===== src/hdl/dmwc_pkg.sv =====
// ----------------------------------------------------------------------------
// dmwc_pkg
// types and codes shared by the direct-mapped write-back cache modules
// ----------------------------------------------------------------------------
`default_nettype none

package dmwc_pkg;

    localparam logic REQ_CPU  = 1'b0;
    localparam logic REQ_FILL = 1'b1;

    typedef enum logic [1:0] {
        KIND_CPU       = 2'd0,
        KIND_WRITEBACK = 2'd1,
        KIND_REFILL    = 2'd2,
        KIND_REJECT    = 2'd3
    } kind_t;

    typedef enum logic [2:0] {
        OP_REJECT,
        OP_HIT_READ,
        OP_HIT_WRITE,
        OP_MISS,
        OP_FILL_READ,
        OP_FILL_WRITE
    } op_code_t;

    typedef struct packed {
        op_code_t code;
        logic     writeback;
    } op_ctl_t;

    typedef enum logic [1:0] {
        F_CLEAR,
        F_IDLE,
        F_CLASSIFY
    } front_state_t;

    typedef enum logic [1:0] {
        B_IDLE,
        B_FIRST,
        B_SECOND
    } back_state_t;

endpackage

`default_nettype wire


===== src/hdl/dmwc_queue.sv =====
// ----------------------------------------------------------------------------
// dmwc_queue
// two-entry operation queue between the front and the back
// ----------------------------------------------------------------------------
`default_nettype none

module dmwc_queue
    import dmwc_pkg::*;
#(
    parameter int WIDTH = 8
) (
    input  wire              aclk,
    input  wire              aresetn,
    input  wire              push,
    input  wire  [WIDTH-1:0] push_data,
    output logic             full,
    input  wire              pop,
    output logic             empty,
    output logic [WIDTH-1:0] pop_data
);

    logic [WIDTH-1:0] entry_reg [2];
    logic             wr_ptr_reg;
    logic             rd_ptr_reg;
    logic [1:0]       count_reg;
    logic             do_push;
    logic             do_pop;

    assign full     = (count_reg == 2'd2);
    assign empty    = (count_reg == 2'd0);
    assign pop_data = entry_reg[rd_ptr_reg];
    assign do_push  = push && !full;
    assign do_pop   = pop && !empty;

    always_ff @(posedge aclk) begin
        if (!aresetn) begin
            wr_ptr_reg <= 1'b0;
            rd_ptr_reg <= 1'b0;
            count_reg  <= 2'd0;
        end else begin
            if (do_push) begin
                wr_ptr_reg <= !wr_ptr_reg;
            end
            if (do_pop) begin
                rd_ptr_reg <= !rd_ptr_reg;
            end
            if (do_push && !do_pop) begin
                count_reg <= count_reg + 2'd1;
            end else if (do_pop && !do_push) begin
                count_reg <= count_reg - 2'd1;
            end
        end
    end

    always_ff @(posedge aclk) begin
        if (do_push) begin
            entry_reg[wr_ptr_reg] <= push_data;
        end
    end

endmodule

`default_nettype wire


===== config.mk =====
export PLATFORM = sky130hd
export DESIGN_NAME = dmwc_queue
export DESIGN_NICKNAME = d
export VERILOG_FILES = /design/src/hdl/dmwc_pkg.sv /design/src/hdl/dmwc_queue.sv
export SDC_FILE = /design/constraint.sdc
export NUM_CORES = 1
export LEC_CHECK = 0
export BUFFER_PORTS_ARGS = -buffer_cell sky130_fd_sc_hd__buf_4
export CAP_MARGIN = 10
export CORE_UTILIZATION = 40
export DETAILED_ROUTE_END_ITERATION = 16
export SYNTH_ARGS = -nofsm -noshare
export SYNTH_HDL_FRONTEND = slang
export SYNTH_SLANG_ARGS = --single-unit

===== constraint.sdc =====
create_clock -name aclk -period 4.8 [get_ports aclk]
set_clock_uncertainty 0.15 [all_clocks]
set_input_delay 0.24 -clock aclk [delete_from_list [all_inputs] [get_ports aclk]]
set_output_delay 0.24 -clock aclk [all_outputs]
set_load 0.05 [all_outputs]

**After elaboration in Yosys (flattened, before gate mapping)**

Memories as Yosys holds them, arrays and structs flattened. A register that Yosys moved wholly into a read port is not among the register bits.
Cells that the tools add are included.

- Flip-flop bits (word level): 4
- Memories: 1
- Memory bits (writable): 16
- Logic and storage cells: 25
- Bits of input ports: 12

Memories:

| memory | depth | width | read ports | clocked after memory_dff | write ports | line | source |
|---|---|---|---|---|---|---|---|
| entry_reg | 2 | 8 | 1 | 1 | 1 | dmwc_queue.sv:22 | `logic [WIDTH-1:0] entry_reg [2];` |

- Equal/unequal tests: 1
- Muxes and demuxes: 6
- Add/subtract/negate cells: 2
- Reduce and logical (&&, ||, !) cells: 12

Operators by type and width:

| cell | count |
|---|---|
| $logic_not 1->1 | 6 |
| $logic_and 1x1->1 | 4 |
| $mux 1 | 4 |
| $mux 2 | 2 |
| $add 2x1->2 const B | 1 |
| $eq 2x2->1 const B | 1 |
| $logic_not 2->1 | 1 |
| $reduce_bool 2->1 | 1 |
| $sub 2x1->2 const B | 1 |

**Depth between registers and ports, before layout**

- Word-level depth: 7
- Mapped depth: 7
- Depth with buffers taken out: 7

**Least setup slack after synthesis**

No wires, ideal clock.

- Path type: reg2reg
- Start: register count_reg[0]
- End: register count_reg[1]
- Stages on the path, launching flop included: 7
- Required time: 4580 ps
- Path buffers: 0
- Period minus slack after synthesis: 1962 ps
- Setup slack: 2838 ps
- Data arrival time: 1743 ps
- Path through: dfxtp_1 nand2b_1 inv_1 nor2_1 ha_1 or3_1 a21oi_1

- Cells in the longest elaborated chain, start to end: 6
- Elaborated cells between the ends (all ways): 15

RTL lines:

| item | line | source |
|---|---|---|
| from (decl) | dmwc_queue.sv:25 | `logic [1:0] count_reg;` |
| from (signal assigned) | dmwc_queue.sv:48 | `count_reg <= count_reg + 2'd1;` |
| from (signal assigned) | dmwc_queue.sv:50 | `count_reg <= count_reg - 2'd1;` |
| $eq 2x2->1 * | dmwc_queue.sv:29 | `assign full = (count_reg == 2'd2);` |
| via full | dmwc_queue.sv:16 | `output logic full,` |
| $logic_not 1->1 * | dmwc_queue.sv:32 | `assign do_push = push && !full;` |
| $logic_and 1x1->1 * | dmwc_queue.sv:32 |  |
| via do_push | dmwc_queue.sv:26 | `logic do_push;` |
| $logic_not 1->1 | dmwc_queue.sv:49 | `end else if (do_pop && !do_push) begin` |
| $logic_and 1x1->1 | dmwc_queue.sv:49 |  |
| $reduce_bool 2->1 (no source line) | -- |  |

Mark *: on every way through the listed nets, which the timed path passes. The rest lies on a longest branch. The select of a mux whose other input is x is not followed.
A chain may end at the register's enable or synchronous reset.

==> impl_metrics.toml <==
[run_status]
status = "complete, no violations"

[power_and_ir_drop]
power_density_mw_per_mm2 = 544
pwr-share-clk_pct = 12.9
combPwrFrac_pct = 44.5
power_frac_seq_pct = 42.6
p_int_mw = 0.362
power.total_mw = 0.600
swShare_pct = 39.7
leakagePower_nw = 0.444
peakVddDrop_v = 0.000273
switching_power_mw = 0.238

[logic_synthesis]
netlist_area_um2 = 803
ys_ff_latch = 21
synth_largest_area_cell = "edfxtp_1"
netlist_instances = 51
synth_nets = 64
avgSynthCellArea_um2 = 15.8
ys_warn_count = 0
synth-seq-area-share_pct = 72.3
yosys-top-cells-area = "edfxtp_1, dfxtp_1, mux2_2"
synth_top_area_share_pct = 59.8
ys_types = 16

[clock_tree]
clockBufferDepth = 2
cts-root-buf = "clkbuf_4"
htree_levels = 1
cts_tree = "built"
clk_pin_slew_ps = 100
ctsResizeCount = 0
clock_latency_ps = 290
cts-buffers-inserted = 3
clock_sinks = 21

[layout]
num_antenna_cells = 0
largest_reg_flops = 16
syn2layout_area_growth_pct = 37.4
finish.utilization_pct = 61.3
drive_gt1_share_pct = 39.3
layout.nets = 98

[global_routing]
grt_pass1_wl_mm = 1.95
gr-usage-met2_pct = 24.7
antenna_found_initial = 0
grt_use_total_pct = 14.0
grt_pass1_vias = 495
grt_max_degree = 12
grt-ovfl-total = 0
met3_usage_pct = 6.54
top_usage_layer = "met2"
grt_util_met1_pct = 13.7

[floorplanning]
design.core.area_mm2 = 0.00180
die_y_um = 46.8
rows = 15
start_util_pct = 44.6
die_area_mm2 = 0.00219
io_pins = 22
die_w_um = 46.8

[worst_setup_path]
cp.buffers_inverters = 1
slowest_delay_ps = 550
critical_path_arrival_ps = 1410
crit_path_cell_trace = "mux2_2 > buf_4"
cp_max_fo = 8
slowest_stage = "dfxtp_1"
crit_type = "reg2out"
cp-end-kind = "output port"
path_delay_family = "flip-flops"
start_kind = "flop"
cp_data_required_time_ps = 4410

[timing]
relSlewSlack_pct = 53.2
setup_tns_ps = 0
max_freq_mhz = 555
hold_viol_final = 0
period_share_pct = 37.5
worstMarginPinSlew_ps = 699
layout_min_cycle_time_ps = 1800
rsz0062_at_grt = "no"
setup_viol = 0
slew_violations = 0

[placement]
numPortBuffers = 21
place_congestion = 0.642

[detailed_routing]
drc = 0
ant_nets = 0
drt_iter0_markers = 11
num_vias = 505
dr.pass1.iters = 2
wire_per_inst_um = 11.6
via_per_inst = 4.63
wirelength_mm = 1.27

[worst_hold_path]
hp-class = "in2reg"

[job]
drv_cap = 0
-- per-layer routing --
metal / share of wire, % / routed length [um]
met3: 5.4 / 68
met2: 54 / 683
met1: 40 / 505
met5: 0 / 0
met4: 0.71 / 9
-- power by group through the flow --
| stage | clock network, mW | registers [mW] | logic [mW] |
|---|---|---|---|
| floorplan | 0 | 0.247 | 0.204 |
| global placement | 0 | 0.260 | 0.260 |
| detailed placement | 0 | 0.260 | 0.263 |
| CTS | 0.0832 | 0.256 | 0.270 |
| global route | 0.0904 | 0.261 | 0.284 |
| finish | 0.0776 | 0.255 | 0.267 |
-- metrics by stage --
step / cells / setup WS [ps] / area, um2 / hold WS (ps)
after floorplan: 51 / 2840 / 803 / 189
after global placement: 96 / 3090 / 987 / 275
after detailed placement: 96 / 3080 / 987 / 277
after CTS: 109 / 2950 / 1100 / 140
after global routing: 109 / 2900 / 1100 / 150
final: 109 / 3000 / 1100 / 152
-- layout by cell type (no fill, tap or decap), drive strengths merged --
master / count
a21boi: 1
a21oi: 1
and3: 1
buf: 21
clkbuf: 4
dfxtp: 5
dlygate4sd3: 9
edfxtp: 16
ha: 1
inv: 3
mux2: 8
nand2b: 1
nor2: 5
nor3: 1
o21a: 1
o21ai: 2
or3: 1
xor2: 3
-- path summary, 6_finish.rpt --
kind	startpoint	cells past startpoint	endpoint	slack, ps
min reg2reg	rd_ptr_reg$_SDFFE_PN0P_	2	rd_ptr_reg$_SDFFE_PN0P_	370
max reg2reg	count_reg[0]$_SDFFE_PN0P_	6	count_reg[1]$_SDFFE_PN0P_	3050
min	push	3	wr_ptr_reg$_SDFFE_PN0P_	150
max	flop	2	pop_data[1]	3000
-- cells by family (layout without fill, tap and decap cells) --
| logic type | after synthesis | after routing | share of synthesized area (%) |
|---|---|---|---|
| AO/OA/AOI/OAI | 5 | 5 | 3.74 |
| XOR/XNOR | 3 | 3 | 3.27 |
| adder cells (fa/ha/maj) | 1 | 1 | 1.56 |
| buffers and inverters | 4 | 37 | 2.02 |
| flip-flops | 21 | 21 | 72.3 |
| multiplexers | 8 | 8 | 11.2 |
| AND/OR/NAND/NOR | 9 | 9 | 5.92 |
-- timing repair --
item | in CTS | in global routing
hold buffers | 9 | 0
endpoints found under the hold margin | 17 | 0
setup buffers | 0 | 0
-- cell usage after synthesis --
| cell type | n |
|---|---|
| ha_1 | 1 |
| dfxtp_1 | 5 |
| or3_1 | 1 |
| nor3_2 | 1 |
| inv_1 | 3 |
| nand2b_1 | 1 |
| and3_1 | 1 |
| o21a_1 | 1 |
| a21oi_1 | 1 |
| o21ai_0 | 2 |
| a21boi_0 | 1 |
| mux2_2 | 8 |
| buf_2 | 1 |
| edfxtp_1 | 16 |
| xor2_1 | 3 |
| nor2_1 | 5 |
-- layout make-up --
type	count	area, um2
timing repair buffer	30	248
tap	25	31.3
fill	152	698
inverter	3	11.3
multi-input combinational	26	206
sequential	21	581
clock buffer	4	26.3
-- worst register-to-register path, delay by kind of cell, from the launching register on --
family,cells,cell delay (ps)
and+or+nand+nor,3,630
DFF,1,410
adders and majority gates,1,270
AOI/OAI and AO/OA,1,150
buffers and inverters,1,70
(Power assumes the default switching activity.)
