<file path="src/hdl/dmwc_pkg.sv">
// ----------------------------------------------------------------------------
// dmwc_pkg
// types and codes shared by the direct-mapped write-back cache modules
// ----------------------------------------------------------------------------
`default_nettype none

package dmwc_pkg;

    localparam logic REQ_CPU  = 1'b0;
    localparam logic REQ_FILL = 1'b1;

    typedef enum logic [1:0] {
        KIND_CPU       = 2'd0,
        KIND_WRITEBACK = 2'd1,
        KIND_REFILL    = 2'd2,
        KIND_REJECT    = 2'd3
    } kind_t;

    typedef enum logic [2:0] {
        OP_REJECT,
        OP_HIT_READ,
        OP_HIT_WRITE,
        OP_MISS,
        OP_FILL_READ,
        OP_FILL_WRITE
    } op_code_t;

    typedef struct packed {
        op_code_t code;
        logic     writeback;
    } op_ctl_t;

    typedef enum logic [1:0] {
        F_CLEAR,
        F_IDLE,
        F_CLASSIFY
    } front_state_t;

    typedef enum logic [1:0] {
        B_IDLE,
        B_FIRST,
        B_SECOND
    } back_state_t;

endpackage

`default_nettype wire

</file>
<file path="src/hdl/dmwc_front.sv">
// ----------------------------------------------------------------------------
// dmwc_front
// accepts transactions, owns tag/valid/dirty memory and the pending miss,
// classifies each transaction and pushes an operation to the queue
// ----------------------------------------------------------------------------
`default_nettype none

module dmwc_front
    import dmwc_pkg::*;
#(
    parameter int ADDRESS_BITS = 32,
    parameter int LINE_WIDTH   = 64,
    parameter int OFFSET_BITS  = 3,
    parameter int INDEX_BITS   = 6
) (
    input  wire                     aclk,
    input  wire                     aresetn,
    input  wire                     s_valid,
    output logic                    s_ready,
    input  wire                     s_req_type,
    input  wire  [ADDRESS_BITS-1:0] s_addr,
    input  wire                     s_write_enable,
    input  wire  [LINE_WIDTH-1:0]   s_write_data,
    input  wire  [LINE_WIDTH-1:0]   s_fill_data,
    input  wire                     q_full,
    output logic                    q_push,
    output op_ctl_t                 q_ctl,
    output logic [INDEX_BITS-1:0]   q_index,
    output logic [LINE_WIDTH-1:0]   q_data,
    output logic [ADDRESS_BITS-1:0] q_addr_a,
    output logic [ADDRESS_BITS-1:0] q_addr_b
);

    localparam int SHIFT = OFFSET_BITS + INDEX_BITS;
    localparam int TAG_W = (ADDRESS_BITS > SHIFT) ? (ADDRESS_BITS - SHIFT) : 1;
    localparam int EXT_W = SHIFT + TAG_W;
    localparam int DEPTH = 1 << INDEX_BITS;

    typedef struct packed {
        logic             valid;
        logic             dirty;
        logic [TAG_W-1:0] tag;
    } tag_entry_t;

    function automatic logic [ADDRESS_BITS-1:0] line_addr(
        input logic [TAG_W-1:0]      t,
        input logic [INDEX_BITS-1:0] i
    );
        logic [EXT_W-1:0] ext;
        ext = (EXT_W'(t) << SHIFT) | (EXT_W'(i) << OFFSET_BITS);
        return ext[ADDRESS_BITS-1:0];
    endfunction

    tag_entry_t tag_mem [DEPTH];
    tag_entry_t tag_rd_reg;

    front_state_t state_reg, state_next;
    logic [INDEX_BITS-1:0] clear_cnt_reg;

    logic                  req_type_reg;
    logic [INDEX_BITS-1:0] idx_reg;
    logic [TAG_W-1:0]      tag_reg;
    logic                  we_reg;
    logic [LINE_WIDTH-1:0] wdata_reg;
    logic [LINE_WIDTH-1:0] fdata_reg;

    logic                  miss_pending_reg, miss_pending_next;
    logic [TAG_W-1:0]      pending_tag_reg, pending_tag_next;
    logic [INDEX_BITS-1:0] pending_index_reg, pending_index_next;
    logic                  pending_write_reg, pending_write_next;
    logic [LINE_WIDTH-1:0] pending_wdata_reg, pending_wdata_next;

    logic [EXT_W-1:0]      addr_ext;
    logic [INDEX_BITS-1:0] s_idx;
    logic [TAG_W-1:0]      s_tag;
    logic                  accept;
    logic                  classify;
    logic                  clear_done;
    logic                  hit;
    logic                  tag_we;
    logic [INDEX_BITS-1:0] tag_waddr;
    tag_entry_t            tag_wdata;

    assign addr_ext   = EXT_W'(s_addr);
    assign s_idx      = addr_ext[OFFSET_BITS +: INDEX_BITS];
    assign s_tag      = addr_ext[SHIFT +: TAG_W];
    assign accept     = s_valid && s_ready;
    assign classify   = (state_reg == F_CLASSIFY) && !q_full;
    assign clear_done = (clear_cnt_reg == {INDEX_BITS{1'b1}});
    assign hit        = tag_rd_reg.valid && (tag_rd_reg.tag == tag_reg);

    // next state
    always_comb begin
        state_next = state_reg;
        unique case (state_reg)
            F_CLEAR: begin
                if (clear_done) begin
                    state_next = F_IDLE;
                end
            end
            F_IDLE: begin
                if (s_valid) begin
                    state_next = F_CLASSIFY;
                end
            end
            F_CLASSIFY: begin
                if (!q_full) begin
                    state_next = F_IDLE;
                end
            end
            default: state_next = F_CLEAR;
        endcase
    end

    // outputs and classification
    always_comb begin
        s_ready            = (state_reg == F_IDLE);
        q_push             = classify;
        q_ctl              = '{code: OP_REJECT, writeback: 1'b0};
        q_index            = idx_reg;
        q_data             = wdata_reg;
        q_addr_a           = '0;
        q_addr_b           = '0;
        tag_we             = 1'b0;
        tag_waddr          = idx_reg;
        tag_wdata          = '{valid: 1'b1, dirty: 1'b1, tag: tag_reg};
        miss_pending_next  = miss_pending_reg;
        pending_tag_next   = pending_tag_reg;
        pending_index_next = pending_index_reg;
        pending_write_next = pending_write_reg;
        pending_wdata_next = pending_wdata_reg;

        unique case (state_reg)
            F_CLEAR: begin
                tag_we    = 1'b1;
                tag_waddr = clear_cnt_reg;
                tag_wdata = '0;
            end
            F_CLASSIFY: begin
                if (req_type_reg == REQ_CPU) begin
                    if (miss_pending_reg) begin
                        q_ctl.code = OP_REJECT;
                    end else if (hit) begin
                        if (we_reg) begin
                            q_ctl.code = OP_HIT_WRITE;
                            tag_we     = classify;
                        end else begin
                            q_ctl.code = OP_HIT_READ;
                        end
                    end else begin
                        q_ctl.code         = OP_MISS;
                        q_ctl.writeback    = tag_rd_reg.valid && tag_rd_reg.dirty;
                        q_addr_a           = line_addr(tag_rd_reg.tag, idx_reg);
                        q_addr_b           = line_addr(tag_reg, idx_reg);
                        if (classify) begin
                            miss_pending_next  = 1'b1;
                            pending_tag_next   = tag_reg;
                            pending_index_next = idx_reg;
                            pending_write_next = we_reg;
                            pending_wdata_next = wdata_reg;
                        end
                    end
                end else begin
                    if (!miss_pending_reg) begin
                        q_ctl.code = OP_REJECT;
                    end else begin
                        q_ctl.code = pending_write_reg ? OP_FILL_WRITE : OP_FILL_READ;
                        q_data     = pending_write_reg ? pending_wdata_reg : fdata_reg;
                        q_index    = pending_index_reg;
                        tag_we     = classify;
                        tag_waddr  = pending_index_reg;
                        tag_wdata  = '{valid: 1'b1, dirty: pending_write_reg,
                                       tag: pending_tag_reg};
                        if (classify) begin
                            miss_pending_next = 1'b0;
                        end
                    end
                end
            end
            default: begin
            end
        endcase
    end

    always_ff @(posedge aclk) begin
        if (!aresetn) begin
            state_reg        <= F_CLEAR;
            clear_cnt_reg    <= '0;
            miss_pending_reg <= 1'b0;
        end else begin
            state_reg        <= state_next;
            miss_pending_reg <= miss_pending_next;
            if (state_reg == F_CLEAR) begin
                clear_cnt_reg <= clear_cnt_reg + INDEX_BITS'(1);
            end
        end
    end

    always_ff @(posedge aclk) begin
        pending_tag_reg   <= pending_tag_next;
        pending_index_reg <= pending_index_next;
        pending_write_reg <= pending_write_next;
        pending_wdata_reg <= pending_wdata_next;
        if (accept) begin
            req_type_reg <= s_req_type;
            idx_reg      <= s_idx;
            tag_reg      <= s_tag;
            we_reg       <= s_write_enable;
            wdata_reg    <= s_write_data;
            fdata_reg    <= s_fill_data;
        end
    end

    // tag memory
    always_ff @(posedge aclk) begin
        if (tag_we) begin
            tag_mem[tag_waddr] <= tag_wdata;
        end
        if (accept) begin
            tag_rd_reg <= tag_mem[s_idx];
        end
    end

endmodule

`default_nettype wire

</file>
<file path="config.mk">
export PLATFORM = sky130hd
export DESIGN_NAME = dmwc_front
export DESIGN_NICKNAME = d
export VERILOG_FILES = /design/src/hdl/dmwc_pkg.sv /design/src/hdl/dmwc_front.sv
export SDC_FILE = /design/constraint.sdc
export NUM_CORES = 2
export LEC_CHECK = 0
export BUFFER_PORTS_ARGS = -buffer_cell sky130_fd_sc_hd__buf_2
export CAP_MARGIN = 10
export CORE_UTILIZATION = 40
export DETAILED_ROUTE_END_ITERATION = 10
export GPL_TIMING_DRIVEN = 1
export PLACE_DENSITY = 0.56
export SLEW_MARGIN = 25
export SYNTH_ARGS = -nofsm -noshare
export SYNTH_HDL_FRONTEND = slang
export SYNTH_SLANG_ARGS = --single-unit
</file>
<file path="constraint.sdc">
create_clock -name aclk -period 14.8 [get_ports aclk]
set_input_delay 2.96 -clock aclk [delete_from_list [all_inputs] [get_ports aclk]]
set_output_delay 2.96 -clock aclk [all_outputs]
set_load 0.005 [all_outputs]
</file>
### After elaboration in Yosys (flattened, before gate mapping)

Memories as Yosys holds them, arrays and structs flattened. A register that Yosys moved wholly into a read port is not among the register bits.
Cells that the tools add are included.

| cells by class | value |
|---|---|
| mux-type cells | 47 |
| reduce and logical (&&, ||, !) cells | 8 |
| add/subtract/negate cells | 1 |
| bitwise logic cells | 5 |
| equality and inequality tests | 7 |

Operator list:

| kind | number |
|---|---|
| two-way mux 32 bit | 8 |
| two-way mux 64 bit | 4 |
| OR 32 x 9 -> 32 bit | 2 |
| case mux 25 bit (2 select lines) | 1 |
| two-way mux 24 bit | 2 |
| == test 23 bit | 1 |
| two-way mux 6 bit | 3 |
| two-way mux 1 bit | 17 |
| two-way mux 2 bit | 6 |
| case mux 6 bit (2 select lines) | 1 |
| adder 6 x 1 -> 6 bit, second input constant | 1 |
| == test 6 bit, second input constant | 1 |
| two-way mux 3 bit | 2 |
| != test 2 bit, second input constant | 3 |
| case mux 2 bit (3 select lines) | 1 |
| AND reduction 5 bit | 1 |
| logical AND 1 bit | 4 |
| two-way mux 4 bit | 1 |
| NOT 1 bit | 3 |
| AND reduction 3 bit | 1 |
| == test 2 x 1 -> 1 bit, second input constant | 1 |
| == test 2 bit, second input constant | 1 |
| logical NOT 2 bit | 1 |
| case mux 1 bit (2 select lines) | 1 |
| logical NOT 1 bit | 1 |

| storage, ports and cells | value |
|---|---|
| flip-flop bits (word level) | 262 |
| input bits | 166 |
| bits in writable memories | 1600 |
| memories kept | 1 |

Memory list:

| name | depth | bits a word | read ports | clocked after memory_dff | write ports | line | text |
|---|---|---|---|---|---|---|---|
| tag_mem | 64 | 25 | 1 | 1 | 1 | dmwc_front.sv:54 | `tag_entry_t tag_mem [DEPTH];` |

### Depth between registers and ports, before layout

| logic depth | value |
|---|---|
| depth in word-level cells | 9 |
| depth in mapped cells | 9 |

### Worst setup path after synthesis

No wires, ideal clock.

| timing | value |
|---|---|
| kind | input to register |
| start | input q_full |
| end | register pending_index_reg[0], enable pin |
| data required time | 14119 ps |
| arrival time | 10346 ps |
| stages on the path | 3 |
| slack | 3772 ps |
| library setup time | 681 ps |
| buffers on the path | 0 |
| path through | or3_1 a31oi_1 nor3b_1 |

| on the way | value |
|---|---|
| cells in the longest elaborated chain, start to end | 3 |

Ends and longest elaborated chain:

| what | line | text |
|---|---|---|
| start: declaration | dmwc_front.sv:25 | `input wire q_full,` |
| logical NOT 1 bit | - |  |
| logical AND 1 bit | dmwc_front.sv:88 | `assign classify = (state_reg == F_CLASSIFY) && !q_full;` |
| AND reduction 5 bit (no line) | - |  |
| end signal: assignment | dmwc_front.sv:201 | `pending_index_reg <= pending_index_next;` |
| end: declaration | dmwc_front.sv:69 | `logic [INDEX_BITS-1:0] pending_index_reg, pending_index_next;` |

No other way between the ends.
A chain may end at the register's enable or synchronous reset.

### Worst setup path in the final report

| timing | value |
|---|---|
| start | register state_reg[0] |
| end | output q_data[55] |

| on the way | value |
|---|---|
| cells in the longest elaborated chain, start to end | 2 |

Ends and longest elaborated chain:

| what | line | text |
|---|---|---|
| start: declaration | dmwc_front.sv:57 | `front_state_t state_reg, state_next;` |
| start signal: assignment | dmwc_front.sv:191 | `state_reg <= state_next;` |
| == test 2 bit | dmwc_front.sv:133 | `unique case (state_reg)` |
| two-way mux 64 bit | dmwc_front.sv:133 |  |
| end: declaration | dmwc_front.sv:29 | `output logic [LINE_WIDTH-1:0] q_data,` |

No other way between the ends.

==> flow_summary.yaml <==
worst_hold_path:
  whs_path_depth: 0
  min_path_type: "reg2reg"
  hp-start: "wdata_reg[4]"
  hold_end: "pending_wdata_reg[4]"
cells_and_area:
  drive_gt1_share_pct: 25.3
  layout_common_cells: "1878 x edfxtp_1, 356 x mux2i_1, 293 x buf_2"
  layout.nets: 4245
  largest_reg_flops: 1600
  top_register: "tag_mem"
  syn_to_final_growth_pct: 15.7
  postLayoutCoreUtil_pct: 46.8
  design_area_um2: 84000
  fin_cells: 6592
  mostFrequentLayoutCell: "edfxtp_1"
worst_setup_path:
  critPathMaxStageDelay_ns: 0.91
  ff2ff_setup_slack_ns: 10.08
  end_kind: "output pin"
  cp.required_ns: 11.84
  rr_worst_depth: 8
  r2r_start: "state_reg[0]"
  cpLargestDelayFamily: "flip-flops"
  arrival_ns: 3.80
  cp_num_buf_inv: 2
  cp-start-kind: "flip-flop"
  worstSetupPathType: "reg2out"
  cp_cell_sequence: "and3b_1 > nand2_4 > buf_4 > o21ai_0 > buf_2"
  r2r-end: "tag_mem[7][5]"
  cp_max_fo: 66
  cpMaxStageDelayCell: "dfxtp_2"
floorplan:
  initial_utilization_pct: 40.5
  pin_count: 306
  dieArea_um2: 183000
  coreArea_um2: 179000
  dieWidth_um: 428
  rows: 155
  die_h_um: 428
placed_design:
  dpl.hpwl_mm: 109
  gp_congestion: 0.784
  portBuffers: 296
  place_area_um2: 77800
  dp_cells: 6239
timing:
  fmax_mhz: 148
  slew_headroom_pct: 30.1
  finalCriticalPeriod_ns: 6.76
  worst_pin_slew_ns: 1.05
  drv_slew: 0
  finClkSkew_ns: 0.0431
  post-route-period-util_pct: 45.7
  tns_ns: 0
  rsz0062_at_grt: "no"
  hold_viol_final: 0
  setup_viol: 0
yosys:
  synth_area_um2: 72600
  async_reset_ff_share_pct: 0
  ys_ff_latch: 1887
  synth_edf_count: 1878
  synthCells: 3664
  synth_area_per_cell_um2: 19.8
  ys_warn_count: 0
  ys_seq_area_share_pct: 77.9
  synth_cell_types: 49
  yosys_most_used_dff: "edfxtp_1"
power_and_ir_drop:
  p_leak_nw: 28.4
  power_mw: 10.9
  max-vdd-ir-drop_v: 0.000118
  powerDensity_nw_per_um2: 130
clocking:
  cts_made_buffers: 191
  htree_levels: 4
  hold_buffers: 0
  cts-root-buf: "clkbuf_16"
  clk_pin_slew_ns: 0.06
  postCtsSetupRepairBufs: 0
  cts.sinks: 1887
  clock_path_buffers: 3
  cts-resized-gates: 0
  clk_latency_ns: 0.84
  cts_tree: "done"
detailed_routing:
  drt-total-wl_mm: 190
  drc: 0
  wl_per_cell_um: 28.8
  dr.pass1.iters: 5
  drt_iter0_drc: 4065
  antenna_left: 0
  via_per_inst: 5.59
  vias: 36800
grt:
  antenna_found_initial: 11
  grt_pass1_vias: 36600
  grt_overflow: 0
  grt.total_usage_pct: 20.5
  grt_pass1_wl_mm: 269
  grt_max_degree: 128
status:
  status: "completed"
job:
  max_cap_viol_count: 0
final cells by class:
type / count / area (um2)
fillers: 14900 / 95400
flip-flops and latches: 1887 / 56600
multi-input cells: 1553 / 15700
clock buffers: 243 / 5000
well taps: 2355 / 2950
repair buffers: 438 / 2630
clock inverters: 102 / 1110
inverters: 7 / 26.3
diodes: 7 / 17.5
layer usage:
layer	GRT usage (%)	part of all wire, %	vias to the layer above
li1	-	-	15900
met1	28.1	43	19500
met2	33.0	48	1216
met3	3.42	5.8	277
met4	7.45	3.6	6
met5	0	0.020	-
power breakdown:
part,internal (mW),total (mW),switching [mW]
registers,5.83,5.83,0.00581
logic,0.131,0.343,0.212
clock network,2.69,4.74,2.04
total,8.65,10.9,2.26
logic make-up after synthesis:
family	count (synthesis)	synth area share, %
flip-flops	1887	77.9
multiplexers	615	12.9
AND/OR/NAND/NOR	460	3.13
AO/OA/AOI/OAI	444	4.18
buffers and inverters	229	1.53
XOR/XNOR	27	0.326
adder cells (fa/ha/maj)	1	0.0172
other	1	0.00517
worst max path at each step:
| stage | slack, ns | to | cells after the start | startpoint |
|---|---|---|---|---|
| floorplan | 3.77 | pending_index_reg[0] | 3 | q_full |
| global placement | 7.49 | tag_rd_reg[24] | 8 | s_addr[3] |
| detailed placement | 7.48 | tag_rd_reg[24] | 8 | s_addr[3] |
| CTS | 7.83 | q_data[55] | 5 | state_reg[0] |
| global route | 7.78 | q_data[55] | 5 | state_reg[0] |
| finish | 8.04 | q_data[55] | 5 | state_reg[0] |
cell usage after synthesis (2+ instances only):
master	n	area share [%]
a21boi_0	3	0.031
a21o_1	5	0.052
a21oi_1	29	0.20
a22o_1	2	0.024
a22oi_1	243	2.5
a31oi_1	3	0.026
a32oi_1	2	0.024
and2_1	58	0.50
and3_1	3	0.026
buf_1	21	0.11
buf_2	62	0.43
buf_4	21	0.22
buf_6	13	0.20
clkbuf_1	105	0.54
dfxtp_1	9	0.25
edfxtp_1	1878	78
inv_1	4	0.021
inv_2	3	0.016
mux2_2	5	0.078
mux2i_1	356	4.9
mux4_2	254	7.9
nand2_1	172	0.89
nand2b_1	6	0.052
nand3_1	59	0.41
nand3b_1	4	0.041
nand4_1	34	0.29
nor2_1	15	0.078
nor2b_1	2	0.017
nor3_1	70	0.48
nor4bb_1	2	0.028
o211ai_1	50	0.52
o21a_1	4	0.041
o21ai_0	91	0.63
o22ai_1	8	0.069
or3_1	28	0.24
xnor2_1	27	0.33
per-stage QoR:
stage | hold WS, ns | setup WS, ns
2_1_floorplan | 0.426 | 3.77
3_3_place_gp | 0.432 | 7.49
3_5_place_dp | 0.431 | 7.48
4_1_cts | 0.446 | 7.83
5_1_grt | 0.453 | 7.78
6_report | 0.448 | 8.04
(Power assumes the default switching activity.)
