### config.mk
export PLATFORM = sky130hd
export DESIGN_NAME = dmwc_back
export DESIGN_NICKNAME = d
export VERILOG_FILES = /design/src/hdl/dmwc_pkg.sv /design/src/hdl/dmwc_back.sv
export SDC_FILE = /design/constraint.sdc
export NUM_CORES = 2
export LEC_CHECK = 0
export BUFFER_PORTS_ARGS = -buffer_cell sky130_fd_sc_hd__buf_2
export CAP_MARGIN = 10
export CORE_ASPECT_RATIO = 1.75
export CORE_UTILIZATION = 35
export CTS_CLUSTER_DIAMETER = 80
export DETAILED_ROUTE_END_ITERATION = 6
export MAX_ROUTING_LAYER = met4
export PLACE_DENSITY = 0.48
export SLEW_MARGIN = 20
export SYNTH_ARGS = -nofsm -noshare
export SYNTH_HDL_FRONTEND = slang
export SYNTH_SLANG_ARGS = --single-unit
export TNS_END_PERCENT = 5
### constraint.sdc
create_clock -name aclk -period 21.2 [get_ports aclk]
set_clock_uncertainty 0.2 [all_clocks]
set_input_delay 1.06 -clock aclk [delete_from_list [all_inputs] [get_ports aclk]]
set_output_delay 1.06 -clock aclk [all_outputs]
set_load 0.05 [all_outputs]
### src/hdl/dmwc_pkg.sv
// ----------------------------------------------------------------------------
// dmwc_pkg
// types and codes shared by the direct-mapped write-back cache modules
// ----------------------------------------------------------------------------
`default_nettype none

package dmwc_pkg;

    localparam logic REQ_CPU  = 1'b0;
    localparam logic REQ_FILL = 1'b1;

    typedef enum logic [1:0] {
        KIND_CPU       = 2'd0,
        KIND_WRITEBACK = 2'd1,
        KIND_REFILL    = 2'd2,
        KIND_REJECT    = 2'd3
    } kind_t;

    typedef enum logic [2:0] {
        OP_REJECT,
        OP_HIT_READ,
        OP_HIT_WRITE,
        OP_MISS,
        OP_FILL_READ,
        OP_FILL_WRITE
    } op_code_t;

    typedef struct packed {
        op_code_t code;
        logic     writeback;
    } op_ctl_t;

    typedef enum logic [1:0] {
        F_CLEAR,
        F_IDLE,
        F_CLASSIFY
    } front_state_t;

    typedef enum logic [1:0] {
        B_IDLE,
        B_FIRST,
        B_SECOND
    } back_state_t;

endpackage

`default_nettype wire

### src/hdl/dmwc_back.sv
// ----------------------------------------------------------------------------
// dmwc_back
// carries out queued operations on the line data memory and drives the
// result register
// ----------------------------------------------------------------------------
`default_nettype none

module dmwc_back
    import dmwc_pkg::*;
#(
    parameter int ADDRESS_BITS = 32,
    parameter int LINE_WIDTH   = 64,
    parameter int INDEX_BITS   = 6
) (
    input  wire                     aclk,
    input  wire                     aresetn,
    input  wire                     q_empty,
    output logic                    q_pop,
    input  wire  op_ctl_t           q_ctl,
    input  wire  [INDEX_BITS-1:0]   q_index,
    input  wire  [LINE_WIDTH-1:0]   q_data,
    input  wire  [ADDRESS_BITS-1:0] q_addr_a,
    input  wire  [ADDRESS_BITS-1:0] q_addr_b,
    output logic                    m_valid,
    input  wire                     m_ready,
    output logic [1:0]              m_kind,
    output logic                    m_hit,
    output logic [LINE_WIDTH-1:0]   m_read_data,
    output logic [ADDRESS_BITS-1:0] m_mem_addr,
    output logic [LINE_WIDTH-1:0]   m_mem_data,
    output logic                    m_last
);

    localparam int DEPTH = 1 << INDEX_BITS;

    logic [LINE_WIDTH-1:0] data_mem [DEPTH];
    logic [LINE_WIDTH-1:0] rd_data_reg;

    back_state_t state_reg, state_next;

    op_ctl_t               op_ctl_reg;
    logic [LINE_WIDTH-1:0] op_data_reg;
    logic [ADDRESS_BITS-1:0] addr_a_reg;
    logic [ADDRESS_BITS-1:0] addr_b_reg;

    logic                    m_valid_reg, m_valid_next;
    kind_t                   m_kind_reg;
    logic                    m_hit_reg;
    logic [LINE_WIDTH-1:0]   m_read_data_reg;
    logic [ADDRESS_BITS-1:0] m_mem_addr_reg;
    logic [LINE_WIDTH-1:0]   m_mem_data_reg;
    logic                    m_last_reg;

    logic                    out_free;
    logic                    load;
    logic                    mem_we;
    kind_t                   out_kind;
    logic                    out_hit;
    logic [LINE_WIDTH-1:0]   out_read_data;
    logic [ADDRESS_BITS-1:0] out_mem_addr;
    logic [LINE_WIDTH-1:0]   out_mem_data;
    logic                    out_last;
    logic                    two_results;

    assign out_free    = !m_valid_reg || m_ready;
    assign two_results = (op_ctl_reg.code == OP_MISS) && op_ctl_reg.writeback;

    // next state
    always_comb begin
        state_next = state_reg;
        unique case (state_reg)
            B_IDLE: begin
                if (!q_empty) begin
                    state_next = B_FIRST;
                end
            end
            B_FIRST: begin
                if (out_free) begin
                    state_next = two_results ? B_SECOND : B_IDLE;
                end
            end
            B_SECOND: begin
                if (out_free) begin
                    state_next = B_IDLE;
                end
            end
            default: state_next = B_IDLE;
        endcase
    end

    // outputs
    always_comb begin
        q_pop         = 1'b0;
        load          = 1'b0;
        out_kind      = KIND_CPU;
        out_hit       = 1'b0;
        out_read_data = '0;
        out_mem_addr  = '0;
        out_mem_data  = '0;
        out_last      = 1'b1;
        unique case (state_reg)
            B_IDLE: begin
                q_pop = !q_empty;
            end
            B_FIRST: begin
                load = out_free;
                unique case (op_ctl_reg.code)
                    OP_REJECT: begin
                        out_kind = KIND_REJECT;
                    end
                    OP_HIT_READ: begin
                        out_hit       = 1'b1;
                        out_read_data = rd_data_reg;
                    end
                    OP_HIT_WRITE: begin
                        out_hit = 1'b1;
                    end
                    OP_MISS: begin
                        if (op_ctl_reg.writeback) begin
                            out_kind     = KIND_WRITEBACK;
                            out_mem_addr = addr_a_reg;
                            out_mem_data = rd_data_reg;
                            out_last     = 1'b0;
                        end else begin
                            out_kind     = KIND_REFILL;
                            out_mem_addr = addr_b_reg;
                        end
                    end
                    OP_FILL_READ: begin
                        out_read_data = op_data_reg;
                    end
                    OP_FILL_WRITE: begin
                    end
                    default: begin
                        out_kind = KIND_REJECT;
                    end
                endcase
            end
            B_SECOND: begin
                load         = out_free;
                out_kind     = KIND_REFILL;
                out_mem_addr = addr_b_reg;
            end
            default: begin
            end
        endcase
    end

    assign mem_we = q_pop && ((q_ctl.code == OP_HIT_WRITE) || (q_ctl.code == OP_FILL_READ)
                              || (q_ctl.code == OP_FILL_WRITE));

    always_comb begin
        m_valid_next = m_valid_reg;
        if (load) begin
            m_valid_next = 1'b1;
        end else if (m_ready) begin
            m_valid_next = 1'b0;
        end
    end

    always_ff @(posedge aclk) begin
        if (!aresetn) begin
            state_reg   <= B_IDLE;
            m_valid_reg <= 1'b0;
        end else begin
            state_reg   <= state_next;
            m_valid_reg <= m_valid_next;
        end
    end

    always_ff @(posedge aclk) begin
        if (q_pop) begin
            op_ctl_reg  <= q_ctl;
            op_data_reg <= q_data;
            addr_a_reg  <= q_addr_a;
            addr_b_reg  <= q_addr_b;
        end
        if (load) begin
            m_kind_reg      <= out_kind;
            m_hit_reg       <= out_hit;
            m_read_data_reg <= out_read_data;
            m_mem_addr_reg  <= out_mem_addr;
            m_mem_data_reg  <= out_mem_data;
            m_last_reg      <= out_last;
        end
    end

    // line data memory
    always_ff @(posedge aclk) begin
        if (mem_we) begin
            data_mem[q_index] <= q_data;
        end
        if (q_pop) begin
            rd_data_reg <= data_mem[q_index];
        end
    end

    assign m_valid     = m_valid_reg;
    assign m_kind      = m_kind_reg;
    assign m_hit       = m_hit_reg;
    assign m_read_data = m_read_data_reg;
    assign m_mem_addr  = m_mem_addr_reg;
    assign m_mem_data  = m_mem_data_reg;
    assign m_last      = m_last_reg;

endmodule

`default_nettype wire

Word-level counts from Yosys, hierarchy flattened
Memory sizes are Yosys's and may differ from the RTL's. A register that Yosys moved wholly into a read port is not among the register bits.
Index checks and enable logic that the tools add are counted.
{"block": "totals", "register_bits": 299, "ram_bits": 4096, "in_bits": 142, "word_cells": 62, "mem_count": 1}
{"block": "classes", "n_eq_ne": 13, "muxes": 20, "n_reduce_logical": 15}
{"name": "data_mem", "depth": 64, "word_bits": 64, "rd": 1, "rd_clocked_by_memory_dff": 1, "write_ports": 1, "line_no": "dmwc_back.sv:36", "source": "logic [LINE_WIDTH-1:0] data_mem [DEPTH];"}
{"op": "$pmux W64 S2", "count": 1}
{"op": "$mux W32", "count": 2}
{"op": "$pmux W32 S2", "count": 1}
{"op": "$eq A3 B3 Y1 const B", "count": 4}
{"op": "$mux W2", "count": 5}
{"op": "$eq A3 B2 Y1 const B", "count": 3}
{"op": "$mux W1", "count": 8}
{"op": "$pmux W2 S2", "count": 2}
{"op": "$ne A2 B2 Y1 const B", "count": 3}
{"op": "$pmux W2 S3", "count": 1}
{"op": "$reduce_and A3 Y1", "count": 2}
{"op": "$reduce_or A2 Y1", "count": 2}
{"op": "$reduce_or A4 Y1", "count": 1}
{"op": "$eq A3 B1 Y1 const B", "count": 1}
{"op": "$logic_or A1 B1 Y1", "count": 3}
{"op": "$eq A2 B1 Y1 const B", "count": 1}
{"op": "$eq A2 B2 Y1 const B", "count": 1}
{"op": "$logic_and A1 B1 Y1", "count": 2}
{"op": "$logic_not A1 Y1", "count": 2}
{"op": "$logic_not A2 Y1", "count": 1}
{"op": "$reduce_and A2 Y1", "count": 1}
{"op": "$reduce_bool A2 Y1", "count": 1}

Longest topological paths before layout
{"block": "logic_depth", "ltp_word": 6, "depth_mapped": 11, "ltp_nobuf": 7}

Worst setup path before layout
No wires, ideal clock.
{"block": "synth_path", "kind": "input -> register", "start": "in q_empty", "end": "mem data_mem[0][0] (enable)", "t_arrival_ns": 15.192, "required_ns": 20.513, "setup_slack_ns": 5.322, "stages": 5, "n_path_buf": 0, "path_cell_list": "nor2b_1 > o21ai_0 > nor2_1 > nand2_1 > nor2_1"}
{"block": "synth_between", "elab_chain_len": 5}
{"item": "start, declared", "line_no": "dmwc_back.sv:17", "source": "input wire q_empty,"}
{"item": "$logic_not A1 Y1", "line_no": "dmwc_back.sv:103", "source": "q_pop = !q_empty;"}
{"item": "$mux W1", "line_no": "dmwc_back.sv:101", "source": "unique case (state_reg)"}
{"item": "$logic_and A1 B1 Y1", "line_no": "dmwc_back.sv:149", "source": "assign mem_we = q_pop && ((q_ctl.code == OP_HIT_WRITE) || (q_ctl.code == OP_FILL_READ)"}
{"item": "$mux W1", "line_no": "dmwc_back.sv:190", "source": "if (mem_we) begin"}
{"item": "$mux W1 (implied by the code)", "line_no": "dmwc_back.sv:191", "source": "data_mem[q_index] <= q_data;"}
{"item": "end, declared", "line_no": "dmwc_back.sv:36"}
Every way passes these cells.

==> Flow_metrics.wiki <==
{| class="wikitable"
! Metric !! Value
|-
| Outcome || finished, final reports clean
|-
| Logic pwr share || 0.054
|-
| Die area || 482500 sq um
|-
| Top delay family on crit path || buffers and inverters
|-
| Routed via count || 88900
|-
| Die boundary height || 918.2 microns
|-
| Post-DRT Antenna Nets || 0
|-
| Number of cells produced by synthesis || between 8000 and 9000
|-
| Placed Area || 177900 sq um
|-
| Sequential fraction of the synthesis area || 0.7974
|-
| First-pass detailed-route iteration total || 6
|-
| Total Routed Length || 558.5 mm
|-
| Post-CTS Hold Fix Bufs || 68
|-
| Num CTS Buffers || just over 400
|-
| Final hold violations || 0
|-
| Max VDD drop || 0.00006165 V
|-
| Pin count of the biggest net entering global routing || ~170
|-
| Register bank with the most flops || data_mem
|-
| Type of element launching the critical path || primary input
|-
| Root buffer cell || clkbuf_16
|-
| TritonCTS clock tree || done
|-
| Routability congestion estimate from global placement || around 0.8
|-
| Per-cell via count in the routed design || ~5.8
|-
| Cell Area, Synth || ~170000 sq um
|-
| Worst Hold Depth || 2
|-
| Power per cell area || 95.11 nW/um^2
|-
| Post-synth net total || 8411
|-
| CTS max path bufs || 4
|-
| Headroom to the max-slew limit || 0.1824
|-
| Most used DFF post-synth || edfxtp_1
|-
| Number of synthesized flops with an enable pin || 4456
|-
| Top-level port count || 308
|-
| Initial core utilization || 0.3512
|-
| Int Pwr || between 10 and 15 mW
|-
| Number of post-CTS setup repair buffers || 0
|-
| Share of synthesized flip-flops with an asynchronous set or reset || 0
|-
| Row cnt || 336
|-
| Cell chain of the critical path || buf_8 > buf_12 > buf_4 > buf_4 > buf_4 > mux2i_1 > o22ai_1 > o21ai_0 > nand4_1 > or3_1
|-
| Number of clock sinks || about 4500
|-
| CP required || 21.76 ns
|-
| Category of the worst setup path capture point || register
|-
| Clock network power share || 0.406
|-
| Number of cell instances on the worst register-to-register path || 9
|-
| Net switching fraction of the power || 0.2247
|-
| Reg power frac || 0.540
|-
| Path length in cells of the critical path || 10
|-
| Worst Setup Path Type || in -> reg
|-
| Placeable core region || 478000 sq um
|-
| Cell with the largest stage delay on the worst path || buf_4
|-
| Peak fanout along the critical path || 127
|-
| Number of warnings printed during yosys synthesis || 0
|-
| Dominant cell type by area after synthesis || edfxtp_1
|-
| Arrival time reported for the critical path endpoint || 6.26 ns
|-
| RSZ-0062 raised after global routing || no
|-
| Fraction of synthesized cell area taken by the top area cell type || 0.7971
|-
| Slew @ Worst Pin || 1.226 ns
|-
| Max Clock Freq || 175.4 MHz
|-
| Cell repeated most along the worst path || buf_4
|-
| Post-route DRC || 0
|-
| Share of final-layout standard cells stronger than drive strength 1 || 0.1933
|-
| Cell types occupying the most area after synthesis || edfxtp_1 80%, mux4_2 6.8%, mux2i_1 4.5%, a221oi_1 2.5%, o22ai_1 1.3%
|-
| Number of DRC violations after detailed-routing iteration 0 || approximately 9500
|-
| Average cell area after synthesis || a little over 20 sq um
|-
| Post-route standard cell area excluding fillers || approximately 190000 sq um
|-
| Overall global routing resource usage || 0.2344
|-
| Vias in the first global route || 90070
|-
| Flip-flop count of the largest register after layout || 4096
|-
| Switching power total || just over 4 mW
|-
| Number of nets in the layout || 8951
|-
| First-pass GRT wire length || 762.0 mm
|-
| Combined buffer and inverter count along the critical path || 5
|-
| Initial antenna violation count || 41
|-
| Slowest Stage Delay on Critical Path || 0.86 ns
|-
| Layout area overhead || 14.25%
|-
| Number of distinct library cells after synthesis || 53
|-
| X dimension of the die || about 530 microns
|-
| Level count of the clock H-tree || 5
|-
| Max-slew violation total from the final report || 0
|-
| Accumulated negative setup slack || 0 ns
|-
| Min Tclk post-route || 5.702 ns
|-
| Clock-pin transition on the worst setup and hold timing paths || 0.06 ns
|-
| Wire length per cell || 36.24 microns
|-
| Seq cells post-synth || approximately 4500
|-
| Final critical-path share of the clock period || 0.2690
|-
| Worst-skew pair later-pin latency || 1.02 ns
|-
| Number of buffers inserted by port buffering || 307
|-
| Number of max-cap violations || 0
|-
| Total congestion overflow || 0
|-
| Half-perimeter wire length after detailed placement || 306.2 mm
|-
| Path category of the worst min-delay check || in -> reg
|-
| Static leakage power || 61.18 nW
|-
| Setup violation total in the final timing report || 0
|-
| Resized Gates After CTS || 0
|}
-- cell type report --
class	count	area [sq um]
multi-input cells	3264	32280
flip-flops and latches	4459	133900
fillers	42240	286200
repair buffers	660	4717
diodes	21	52.55
inverters	5	26.28
clock buffers	511	10890
well taps	6253	7824
clock inverters	237	2138
-- metrics by stage --
| step | power (mW) | hold WS (ns) | worst slack, ns | std cells | util |
|---|---|---|---|---|---|
| floorplan | 10.57 | 0.3132 | 5.322 | 8265 | - |
| global placement | 11.02 | 0.3381 | 14.58 | 14570 | 0.3719 |
| detailed placement | 11.03 | 0.3455 | 14.53 | 14570 | 0.3721 |
| CTS | 18.39 | 0.01701 | 15.61 | 15390 | 0.4008 |
| global route | 18.71 | 0.09198 | 15.29 | 15400 | 0.4012 |
| finish | 18.24 | 0.1177 | 15.50 | 15410 | 0.4013 |
-- worst paths after layout --
check | from | to | slack [ns]
worst min register to register | m_valid$_SDFFE_PN0P_ | m_valid$_SDFFE_PN0P_ | 0.34
worst min-delay path | aresetn | state_reg[1]$_SDFFE_PN0P_ | 0.12
worst max register to register | state_reg[1]$_SDFFE_PN0P_ | data_mem[46][20]$_DFFE_PP_ | 16.07
worst max-delay path | q_index[2] | rd_data_reg[22]$_DFFE_PP_ | 15.50
-- cell usage in the layout (no fill, tap or decap), types with 4 or more instances in the layout --
cell type	Yosys	final
a211oi_1	5	5
a21oi_1	32	32
a221oi_1	479	479
a22oi_1	135	135
and2_1	8	4
and2_4	0	4
and3_1	67	66
buf_12	0	16
buf_2	190	263
buf_4	12	307
bufinv_16	0	35
clkbuf_1	278	89
clkbuf_16	0	422
clkinv_1	1	94
clkinv_2	0	69
clkinv_4	0	4
clkinv_8	0	8
clkinvlp_4	0	14
diode_2	0	21
dlygate4sd3_1	0	68
edfxtp_1	4456	4456
inv_6	0	11
mux2_2	12	12
mux2i_1	750	750
mux4_2	507	507
nand2_1	31	31
nand3_1	16	15
nand4_1	60	60
nor2_1	353	289
nor2_4	0	65
nor2b_1	78	74
nor2b_4	0	4
nor3_1	5	4
o21ai_0	166	165
o21ai_1	89	90
o22ai_1	359	359
or3_1	59	58
-- power groups by stage --
stage | Sequential [mW] | Combinational [mW] | Clock, mW
global placement | 10.0 | 0.981 | 0
global route | 9.85 | 1.05 | 7.82
floorplan | 10.1 | 0.457 | 0
CTS | 9.85 | 1.00 | 7.53
finish | 9.85 | 0.991 | 7.40
detailed placement | 10.0 | 0.993 | 0
-- metal layers --
layer	GRT usage	up-vias	wire [microns]	part of all wire
met1	0.2836	48830	213800	0.38
met3	0.02498	855	32610	0.058
met2	0.4127	3467	293700	0.53
met4	0.06782	0	18400	0.033
met5	-	-	0	0
li1	-	35750	-	-
-- kinds of logic (layout without fill, tap and decap cells) --
kind of cell               count (synthesis)  after routing  synth area share
xor gates and xnor gates                   1              1        0.00005218
adders and majority gates                  4              4         0.0002981
muxes                                   1269           1269            0.1135
DFF                                     4459           4459            0.7974
buffers and inverters                    542           1413           0.01389
AOI/OAI and AO/OA                       1293           1293           0.05456
and+or+nand+nor                          697            697           0.02022
other                                      0             21                 0
-- cells in the mapped netlist, types with 3 or more instances --
cell type	number
o211ai_1	3
and3_1	67
dfxtp_1	3
ha_1	4
edfxtp_1	4456
o22a_1	3
nand4_1	60
nor2_1	353
mux4_2	507
o21ai_0	166
a22oi_1	135
and2_1	8
nor3_1	5
buf_4	12
a221oi_1	479
nand2_1	31
inv_1	4
buf_2	190
nand3_1	16
mux2_2	12
or2_2	3
clkbuf_1	278
a31oi_1	3
nor2b_1	78
mux2i_1	750
a211oi_1	5
or3_1	59
a21oi_1	32
nor3b_1	4
a32oi_1	3
o21ai_1	89
nand2b_1	5
buf_1	55
o22ai_1	359
Note: power is estimated with default switching activity, not from simulation.
